File: src/sv/htc_pkg.sv
`timescale 1ns / 1ps
// ----------------------------------------------------------------------------
// htc_pkg
// Shared widths, constants and register indexes for the two-point
// humidity / temperature calibration pipeline.
// ----------------------------------------------------------------------------
package htc_pkg;

    // Raw sample and calibration point widths
    localparam int unsigned SAMPLE_W  = 16;
    localparam int unsigned POINT_W   = 7;              // whole percent / whole degree
    localparam int unsigned DIFF_W    = SAMPLE_W + 1;   // s - r0, r1 - r0
    localparam int unsigned SCALE_W   = 12;             // (p1 - p0) * 10, signed
    localparam int unsigned BASE_W    = 11;             // p0 * 10, unsigned, <= 1270
    localparam int unsigned PROD_W    = DIFF_W + SCALE_W;
    localparam int unsigned MAG_W     = 27;             // |product| < 2^27
    localparam int unsigned DEN_W     = SAMPLE_W;       // |span| <= 65535
    localparam int unsigned RES_W     = 32;

    // Pipeline depth: input diff, multiply, magnitude, one stage per quotient bit
    localparam int unsigned DIV_STAGES  = MAG_W;
    localparam int unsigned CORE_STAGES = 3 + DIV_STAGES;
    localparam int unsigned TOTAL_STAGES = CORE_STAGES + 1;

    // Scaling and clamp
    localparam int          TENTHS    = 10;
    localparam int          HUM_CLAMP = 1000;

    // Configuration port
    localparam int unsigned CFG_ADDR_W = 3;
    localparam int unsigned CFG_DATA_W = 16;

    localparam logic [CFG_ADDR_W-1:0] REG_HUM_P0_HALF   = CFG_ADDR_W'(0);
    localparam logic [CFG_ADDR_W-1:0] REG_HUM_P1_HALF   = CFG_ADDR_W'(1);
    localparam logic [CFG_ADDR_W-1:0] REG_HUM_P0_RAW    = CFG_ADDR_W'(2);
    localparam logic [CFG_ADDR_W-1:0] REG_HUM_P1_RAW    = CFG_ADDR_W'(3);
    localparam logic [CFG_ADDR_W-1:0] REG_TEMP_P0_EIGHT = CFG_ADDR_W'(4);
    localparam logic [CFG_ADDR_W-1:0] REG_TEMP_P1_EIGHT = CFG_ADDR_W'(5);
    localparam logic [CFG_ADDR_W-1:0] REG_TEMP_P0_RAW   = CFG_ADDR_W'(6);
    localparam logic [CFG_ADDR_W-1:0] REG_TEMP_P1_RAW   = CFG_ADDR_W'(7);

endpackage

File: src/sv/htc_interp.sv
`timescale 1ns / 1ps
// ----------------------------------------------------------------------------
// htc_interp
// One channel of two-point linear interpolation:
//   p0*10 + (s - r0) * (p1 - p0) * 10 / (r1 - r0), truncated toward zero.
// Datapath only; stage enables come from the valid/ready control in the top.
// The division is a restoring divider, one quotient bit per stage.
// ----------------------------------------------------------------------------
module htc_interp (
    input  logic                                aclk,
    input  logic [htc_pkg::CORE_STAGES-1:0]     stage_en,
    input  logic signed [htc_pkg::SAMPLE_W-1:0] sample,
    input  logic signed [htc_pkg::SAMPLE_W-1:0] raw0,
    input  logic signed [htc_pkg::SAMPLE_W-1:0] raw1,
    input  logic [htc_pkg::POINT_W-1:0]         point0,
    input  logic [htc_pkg::POINT_W-1:0]         point1,
    output logic signed [htc_pkg::RES_W-1:0]    result,
    output logic                                fault
);

    localparam int unsigned DIFF_W  = htc_pkg::DIFF_W;
    localparam int unsigned SCALE_W = htc_pkg::SCALE_W;
    localparam int unsigned BASE_W  = htc_pkg::BASE_W;
    localparam int unsigned PROD_W  = htc_pkg::PROD_W;
    localparam int unsigned MAG_W   = htc_pkg::MAG_W;
    localparam int unsigned DEN_W   = htc_pkg::DEN_W;
    localparam int unsigned RES_W   = htc_pkg::RES_W;
    localparam int unsigned NDIV    = htc_pkg::DIV_STAGES;

    // ---- stage 0: offsets, span, point delta --------------------------------
    logic signed [DIFF_W-1:0]  diff_next, diff_reg;
    logic signed [DIFF_W-1:0]  span_next, span0_reg;
    logic signed [SCALE_W-1:0] scale_next, scale_reg;
    logic [BASE_W-1:0]         base_next, base0_reg;
    logic                      fault_next, fault0_reg;
    logic signed [SCALE_W-1:0] pdelta;

    always_comb begin
        diff_next  = {sample[htc_pkg::SAMPLE_W-1], sample} - {raw0[htc_pkg::SAMPLE_W-1], raw0};
        span_next  = {raw1[htc_pkg::SAMPLE_W-1], raw1} - {raw0[htc_pkg::SAMPLE_W-1], raw0};
        pdelta     = SCALE_W'($signed({1'b0, point1})) - SCALE_W'($signed({1'b0, point0}));
        scale_next = SCALE_W'(pdelta * SCALE_W'(htc_pkg::TENTHS));
        base_next  = BASE_W'(BASE_W'(point0) * BASE_W'(htc_pkg::TENTHS));
        fault_next = (raw1 == raw0);
    end

    always_ff @(posedge aclk) begin
        if (stage_en[0]) begin
            diff_reg   <= diff_next;
            span0_reg  <= span_next;
            scale_reg  <= scale_next;
            base0_reg  <= base_next;
            fault0_reg <= fault_next;
        end
    end

    // ---- stage 1: signed product --------------------------------------------
    logic signed [PROD_W-1:0] prod_next, prod_reg;
    logic signed [DIFF_W-1:0] span1_reg;
    logic [BASE_W-1:0]        base1_reg;
    logic                     fault1_reg;

    assign prod_next = PROD_W'(diff_reg) * PROD_W'(scale_reg);

    always_ff @(posedge aclk) begin
        if (stage_en[1]) begin
            prod_reg   <= prod_next;
            span1_reg  <= span0_reg;
            base1_reg  <= base0_reg;
            fault1_reg <= fault0_reg;
        end
    end

    // ---- stage 2 and divider stages -----------------------------------------
    // Entry 0 holds the magnitudes, entry k the state after k quotient bits.
    logic [MAG_W-1:0]  work_reg  [NDIV+1];
    logic [DEN_W-1:0]  rem_reg   [NDIV+1];
    logic [DEN_W-1:0]  den_reg   [NDIV+1];
    logic              neg_reg   [NDIV+1];
    logic [BASE_W-1:0] base_reg  [NDIV+1];
    logic              fault_reg [NDIV+1];

    logic [PROD_W-1:0] prod_abs;
    logic [DIFF_W-1:0] span_abs;

    always_comb begin
        prod_abs = prod_reg[PROD_W-1] ? PROD_W'(-prod_reg) : PROD_W'(prod_reg);
        span_abs = span1_reg[DIFF_W-1] ? DIFF_W'(-span1_reg) : DIFF_W'(span1_reg);
    end

    always_ff @(posedge aclk) begin
        if (stage_en[2]) begin
            work_reg[0]  <= prod_abs[MAG_W-1:0];
            rem_reg[0]   <= '0;
            den_reg[0]   <= span_abs[DEN_W-1:0];
            neg_reg[0]   <= prod_reg[PROD_W-1] ^ span1_reg[DIFF_W-1];
            base_reg[0]  <= base1_reg;
            fault_reg[0] <= fault1_reg;
        end
    end

    for (genvar k = 1; k <= NDIV; k++) begin : g_div
        logic [DEN_W:0]   trial;
        logic             qbit;
        logic [DEN_W-1:0] rem_next;
        logic [MAG_W-1:0] work_next;

        // shift in next dividend bit, subtract divisor if it fits
        always_comb begin
            trial     = {rem_reg[k-1], work_reg[k-1][MAG_W-1]};
            qbit      = (trial >= {1'b0, den_reg[k-1]});
            rem_next  = qbit ? DEN_W'(trial - {1'b0, den_reg[k-1]}) : trial[DEN_W-1:0];
            work_next = {work_reg[k-1][MAG_W-2:0], qbit};
        end

        always_ff @(posedge aclk) begin
            if (stage_en[2 + k]) begin
                work_reg[k]  <= work_next;
                rem_reg[k]   <= rem_next;
                den_reg[k]   <= den_reg[k-1];
                neg_reg[k]   <= neg_reg[k-1];
                base_reg[k]  <= base_reg[k-1];
                fault_reg[k] <= fault_reg[k-1];
            end
        end
    end

    // ---- sign restore and offset --------------------------------------------
    logic signed [MAG_W:0] quot_signed;

    always_comb begin
        quot_signed = neg_reg[NDIV] ? -$signed({1'b0, work_reg[NDIV]})
                                    :  $signed({1'b0, work_reg[NDIV]});
        if (fault_reg[NDIV]) begin
            result = '0;
        end else begin
            result = RES_W'(quot_signed) + $signed(RES_W'(base_reg[NDIV]));
        end
        fault = fault_reg[NDIV];
    end

endmodule

File: config.mk
export PLATFORM = sky130hd
export DESIGN_NAME = htc_interp
export DESIGN_NICKNAME = d
export VERILOG_FILES = /design/src/sv/htc_pkg.sv /design/src/sv/htc_interp.sv
export SDC_FILE = /design/constraint.sdc
export NUM_CORES = 2
export LEC_CHECK = 0
export ABC_AREA = 1
export BUFFER_PORTS_ARGS = -buffer_cell sky130_fd_sc_hd__buf_2
export CAP_MARGIN = 20
export CORE_UTILIZATION = 57
export CTS_CLUSTER_DIAMETER = 150
export DETAILED_ROUTE_END_ITERATION = 8
export GPL_TIMING_DRIVEN = 0
export PLACE_DENSITY_LB_ADDON = 0.3
export SYNTH_ARGS = -nofsm -noshare
export SYNTH_HDL_FRONTEND = slang
export SYNTH_SLANG_ARGS = --single-unit
File: constraint.sdc
create_clock -name aclk -period 5.2 [get_ports aclk]
set_input_delay 0.52 -clock aclk [delete_from_list [all_inputs] [get_ports aclk]]
set_output_delay 0.52 -clock aclk [all_outputs]
set_load 0.02 [all_outputs]
After elaboration in Yosys (flattened, before gate mapping)
Memories as Yosys holds them, arrays and structs flattened. Cells that the tools add are included.

Memories: 6. Bits of input ports: 93. Register bits after elaboration: 112. RAM bits: 2016. Output and inout bits: 33.

Equal/unequal tests: 1. Bitwise operators: 1. Multiplexer cells: 87. $add $sub $neg: 34. $mul: 3. Order comparisons: 27.

Memory list: work_reg (words 28, width 27, rd ports 28, clocked after memory_dff 0, wr ports 28, line htc_interp.sv:76) `logic [MAG_W-1:0] work_reg [NDIV+1];`; den_reg (words 28, width 16, rd ports 27, clocked after memory_dff 0, wr ports 28, line htc_interp.sv:78) `logic [DEN_W-1:0] den_reg [NDIV+1];`; rem_reg (words 28, width 16, rd ports 27, clocked after memory_dff 0, wr ports 28, line htc_interp.sv:77) `logic [DEN_W-1:0] rem_reg [NDIV+1];`; base_reg (words 28, width 11, rd ports 28, clocked after memory_dff 0, wr ports 28, line htc_interp.sv:80) `logic [BASE_W-1:0] base_reg [NDIV+1];`; fault_reg (words 28, width 1, rd ports 28, clocked after memory_dff 0, wr ports 28, line htc_interp.sv:81) `logic fault_reg [NDIV+1];`; neg_reg (words 28, width 1, rd ports 28, clocked after memory_dff 0, wr ports 28, line htc_interp.sv:79) `logic neg_reg [NDIV+1];`.

Operators by type and width (count): $ge A17 B16 Y1 (27); $mux W16 (28); $sub A16 B16 Y16 (27); $mux W1 (56); $sub A16 B16 Y17 (2); $mux W32 (1); $add A28 B12 Y29 (1); $mul A17 B11 Y28 (1); $mux W28 (1); $neg A27 Y28 (1); $mux W27 (1); $neg A27 Y27 (1); $eq A16 B16 Y1 (1); $neg A16 Y16 (1); $mul A8 B4 Y11 const B (1); $mul A7 B3 Y10 const B (1); $sub A7 B7 Y8 (1); $xor A1 B1 Y1 (1).

Depth between registers and ports, before layout
An unclocked memory read counts as a cell.

Word-level depth: 5. Mapped depth: 25. Depth with buffers taken out: 24.

Worst setup path after synthesis
OpenSTA, ideal clock, no wires.

Path type: register to register. From: register scale_reg[8]. To: register prod_reg[26], data pin. Setup time: 252 ps. Path buffers: 2. Setup slack: -155 ps. Stages on the path, launching flop included: 22. Arrival time: 5103 ps. Cell sequence: edfxtp_1 -> clkbuf_1 -> clkbuf_1 -> nand2_1 -> fa_1 -> inv_1 -> fa_1 -> fa_1 -> fa_1 -> inv_1 -> fa_1 -> inv_1 -> ha_1 -> nand2_1 -> nor2_1 -> nand4_1 -> o21ai_0 -> a21oi_1 -> o21ai_0 -> nand3_1 -> nand3_1 -> nand2_1.

Cells in the longest elaborated chain, start to end: 1.

Ends and longest elaborated chain: start, declared (line htc_interp.sv:33) `logic signed [SCALE_W-1:0] scale_next, scale_reg;`; start signal, assigned (line htc_interp.sv:51) `scale_reg <= scale_next;`; $mul A17 B11 Y28 (line htc_interp.sv:63) `assign prod_next = PROD_W'(diff_reg) * PROD_W'(scale_reg);`; net prod_next[26] (line htc_interp.sv:58) `logic signed [PROD_W-1:0] prod_next, prod_reg;`; end signal, assigned (line htc_interp.sv:67) `prod_reg <= prod_next;`; end, declared (line htc_interp.sv:58).

The timed path passes the listed nets, and every way through them passes these cells. A chain may end at the register's enable or synchronous reset.

Worst setup path in the final report
From: register scale_reg[3]. To: register prod_reg[28], data pin.

The elaborated chain is that of the path after synthesis.

==> summary.txt <==
Status - finished, violations left
Failing checks - negative setup slack
Cell family with most CP delay - adder cells
CP Launch Type - flop
Critical path's slowest cell - fa_2
Netlist Area Pre-Place - 96600 um^2
Via Count - 57400
Fin worst setup slack - -0.0116 ns
Syn avg cell area - 12.2 um^2
Most used cell, CP - inv_2
RSZ-0062 raised after global routing - true
Synth warn - 0
Worst Skew - 0.0224 ns
First-pass GRT wire length - 310000 um
Yosys reg bits - 2024
Clock slew at reported path FFs - 0.06 ns
Vert. Die Dim - 414 um
GRT Overall Usage - 0.235
CTS H-Tree Depth - 4
Largest register FFs - 729
Max stage delay on crit path - 0.59 ns
DRC Markers - 0
# rows - 150
Max FO, Critical Path - 4
Worst EP arrival - 5.76 ns
Worst path required time - 5.74 ns
HP Class - input port to flop
Core box area - 168000 um^2
CTS tree - yes
Most common cell after layout, fill and taps aside - edfxtp_1
Fill cells - 12500
Clock root buffer - clkbuf_16
Via density per instance - 5.35
CTS Sinks - 2024
Critical path class - flop to flop
Cell count after synthesis - 7933
Final setup violation count - 1
Skew-Pair Late Insertion Delay - 0.83 ns
FMAX - 192 MHz
Max-Slew Margin vs Limit - 0.357
Post-Synth Adder-Cell Area - 0.113
Final net count - 9205
Initial DRC Count - 3946
Min cycle time layout - 5.21 ns
Routed Antenna Nets - 0
Crit path buf inv count - 6
Die W - 414 um
Detailed placement HPWL - 148000 um
Initial antenna violation count - 2
Combinational family with the most area after synthesis - adder cells
Share of layout cells above drive strength 1 - 0.0960
Die ar. - 171000 um^2
Synthesis-to-layout area growth - 12.6%
Multiplexer share of the synthesized area - 0
Ports - 126
Avg WL per Cell - 18.4 um
Commonest non-fill, non-tap cells in the layout - 2024 x edfxtp_1, 1403 x nand2_1, 1103 x inv_1
Setup crit end kind - flop
WHS - 0.0804 ns
Largest net degree at the start of global routing - 71
Pre-antenna DRT Iters - 6
Sequential area share after synthesis - 0.629
Fin. Hold Viols - 0
Syn Nets - 8779
Max Slew Vio Count - 0
Synth Area in Compound Gates - 0.0687
Worst path cell trace - buf_4 -> nand2_2 -> inv_2 -> fa_2 -> fa_2 -> inv_2 -> fa_1 -> inv_2 -> fa_1 -> inv_1 -> fa_1 -> inv_2 -> ha_4 -> a21oi_4 -> o21bai_1 -> a221oi_2 -> o21ai_1 -> a21oi_1 -> xor2_1
Xor/xnor cell area share of the yosys netlist - 0.0418
Total grt overflow - 0
Max Cap Viol - 0
Setup TNS - -0.0116 ns
Port bufs - 125
Vias in the first global route - 58300
Cts bufs inserted - 199
Clock buffer depth - 3
Initial Utilization - 0.576
Worst slew pin tran - 0.964 ns
Final GP Congestion - 0.917
Final period utilization - 1.00
Drt total wl - 198000 um
Synth Area in Simple Gates - 0.0964
Netlist cell types - 46
-- area by class of cell --
type	instances	area [um^2]	share of cell area
flip-flops and latches	2024	60800	0.559
multi-input cells	4648	31400	0.289
clock buffers	233	5190	0.0478
inverters	1133	4260	0.0392
well taps	2204	2760	0.0254
repair buffers	241	2140	0.0197
clock inverters	137	1440	0.0133
plain buffers	112	694	0.00639
diodes	2	5.00	0.0000460
-- synth_stat cells (all sizes together) --
cell | n | share of area
edfxtp | 2024 | 0.63
nand2 | 1436 | 0.057
inv | 1133 | 0.044
ha | 551 | 0.071
nor2 | 496 | 0.020
a21oi | 485 | 0.025
o21ai | 402 | 0.022
xor2 | 231 | 0.021
xnor2 | 230 | 0.021
fa | 202 | 0.042
nand3 | 173 | 0.0092
buf | 68 | 0.0041
a21o | 63 | 0.0049
nand4 | 63 | 0.0041
clkbuf | 60 | 0.0023
nor3 | 52 | 0.0029
a21boi | 46 | 0.0036
a31oi | 40 | 0.0026
o21bai | 35 | 0.0027
nor4 | 28 | 0.0018
o211ai | 24 | 0.0024
o2111ai | 23 | 0.0021
a211oi | 18 | 0.0014
o21a | 14 | 0.0011
nand3b | 11 | 0.00086
a311oi | 9 | 0.00082
or2 | 7 | 0.00045
o31ai | 3 | 0.00023
a221oi | 2 | 0.00018
nor3b | 2 | 0.00016
a41oi | 1 | 0.000091
or4 | 1 | 0.000078
-- worst reg2reg max path, delay by kind of cell, from the launching register on --
kind / cells / cell delay (ns)
buffers and inverters: 6 / 0.52
AND/OR/NAND/NOR: 1 / 0.08
adder cells (fa/ha/maj): 6 / 2.91
AO/OA/AOI/OAI: 5 / 0.80
XOR/XNOR: 1 / 0.11
flip-flops: 1 / 0.53
-- what timing repair did --
item / CTS / global route
setup endpoints to repair: 17 / 18
pin swaps: 21 / 93
gates resized for setup: 88 / 115
cloned: 0 / 1
endpoints found under the hold margin: 69 / 0
hold buffers: 18 / 0
buffers inserted: 46 / 27
-- metrics by stage --
stage	setup slack (ns)	instances	util	cell area [um^2]
2_1_floorplan	0.00879	7933	-	96600
3_3_place_gp	-0.918	10300	0.596	100000
3_5_place_dp	-0.919	10300	0.600	101000
4_1_cts	-0.0646	10700	0.645	108000
5_1_grt	-0.0783	10700	0.648	109000
6_report	-0.0116	10700	0.648	109000
-- metal layers --
metal	vias to the layer above	part of all wire	wire length, um	track usage
met1	27500	0.41	81800	0.290
li1	28100	-	-	-
met5	-	0.00016	31	0
met2	1330	0.51	99900	0.414
met3	428	0.040	7880	0.0330
met4	4	0.040	8000	0.0959
-- worst paths after layout --
check / slack, ns / end / from / cells after the start
max reg2reg: -0.01 / prod_reg[28]$_DFFE_PP_ / scale_reg[3]$_DFFE_PP_ / 19
min: 0.08 / base0_reg[3]$_DFFE_PP_ / point0[2] / 2
min reg2reg: 0.40 / work_reg[0][46]$_DFFE_PP_ / work_reg[0][18]$_DFFE_PP_ / 0
max: -0.01 / prod_reg[28]$_DFFE_PP_ / scale_reg[3]$_DFFE_PP_ / 19
-- kinds of logic after synthesis --
group                    count (synthesis)
flip-flops                            2024
AND/OR/NAND/NOR                       2269
adder cells (fa/ha/maj)                753
XOR/XNOR                               461
buffers and inverters                 1261
AO/OA/AOI/OAI                         1165
Power is left out: the tool's default activity adds up to more than one toggle a clock period on the data nets, which glitch-free logic cannot reach.
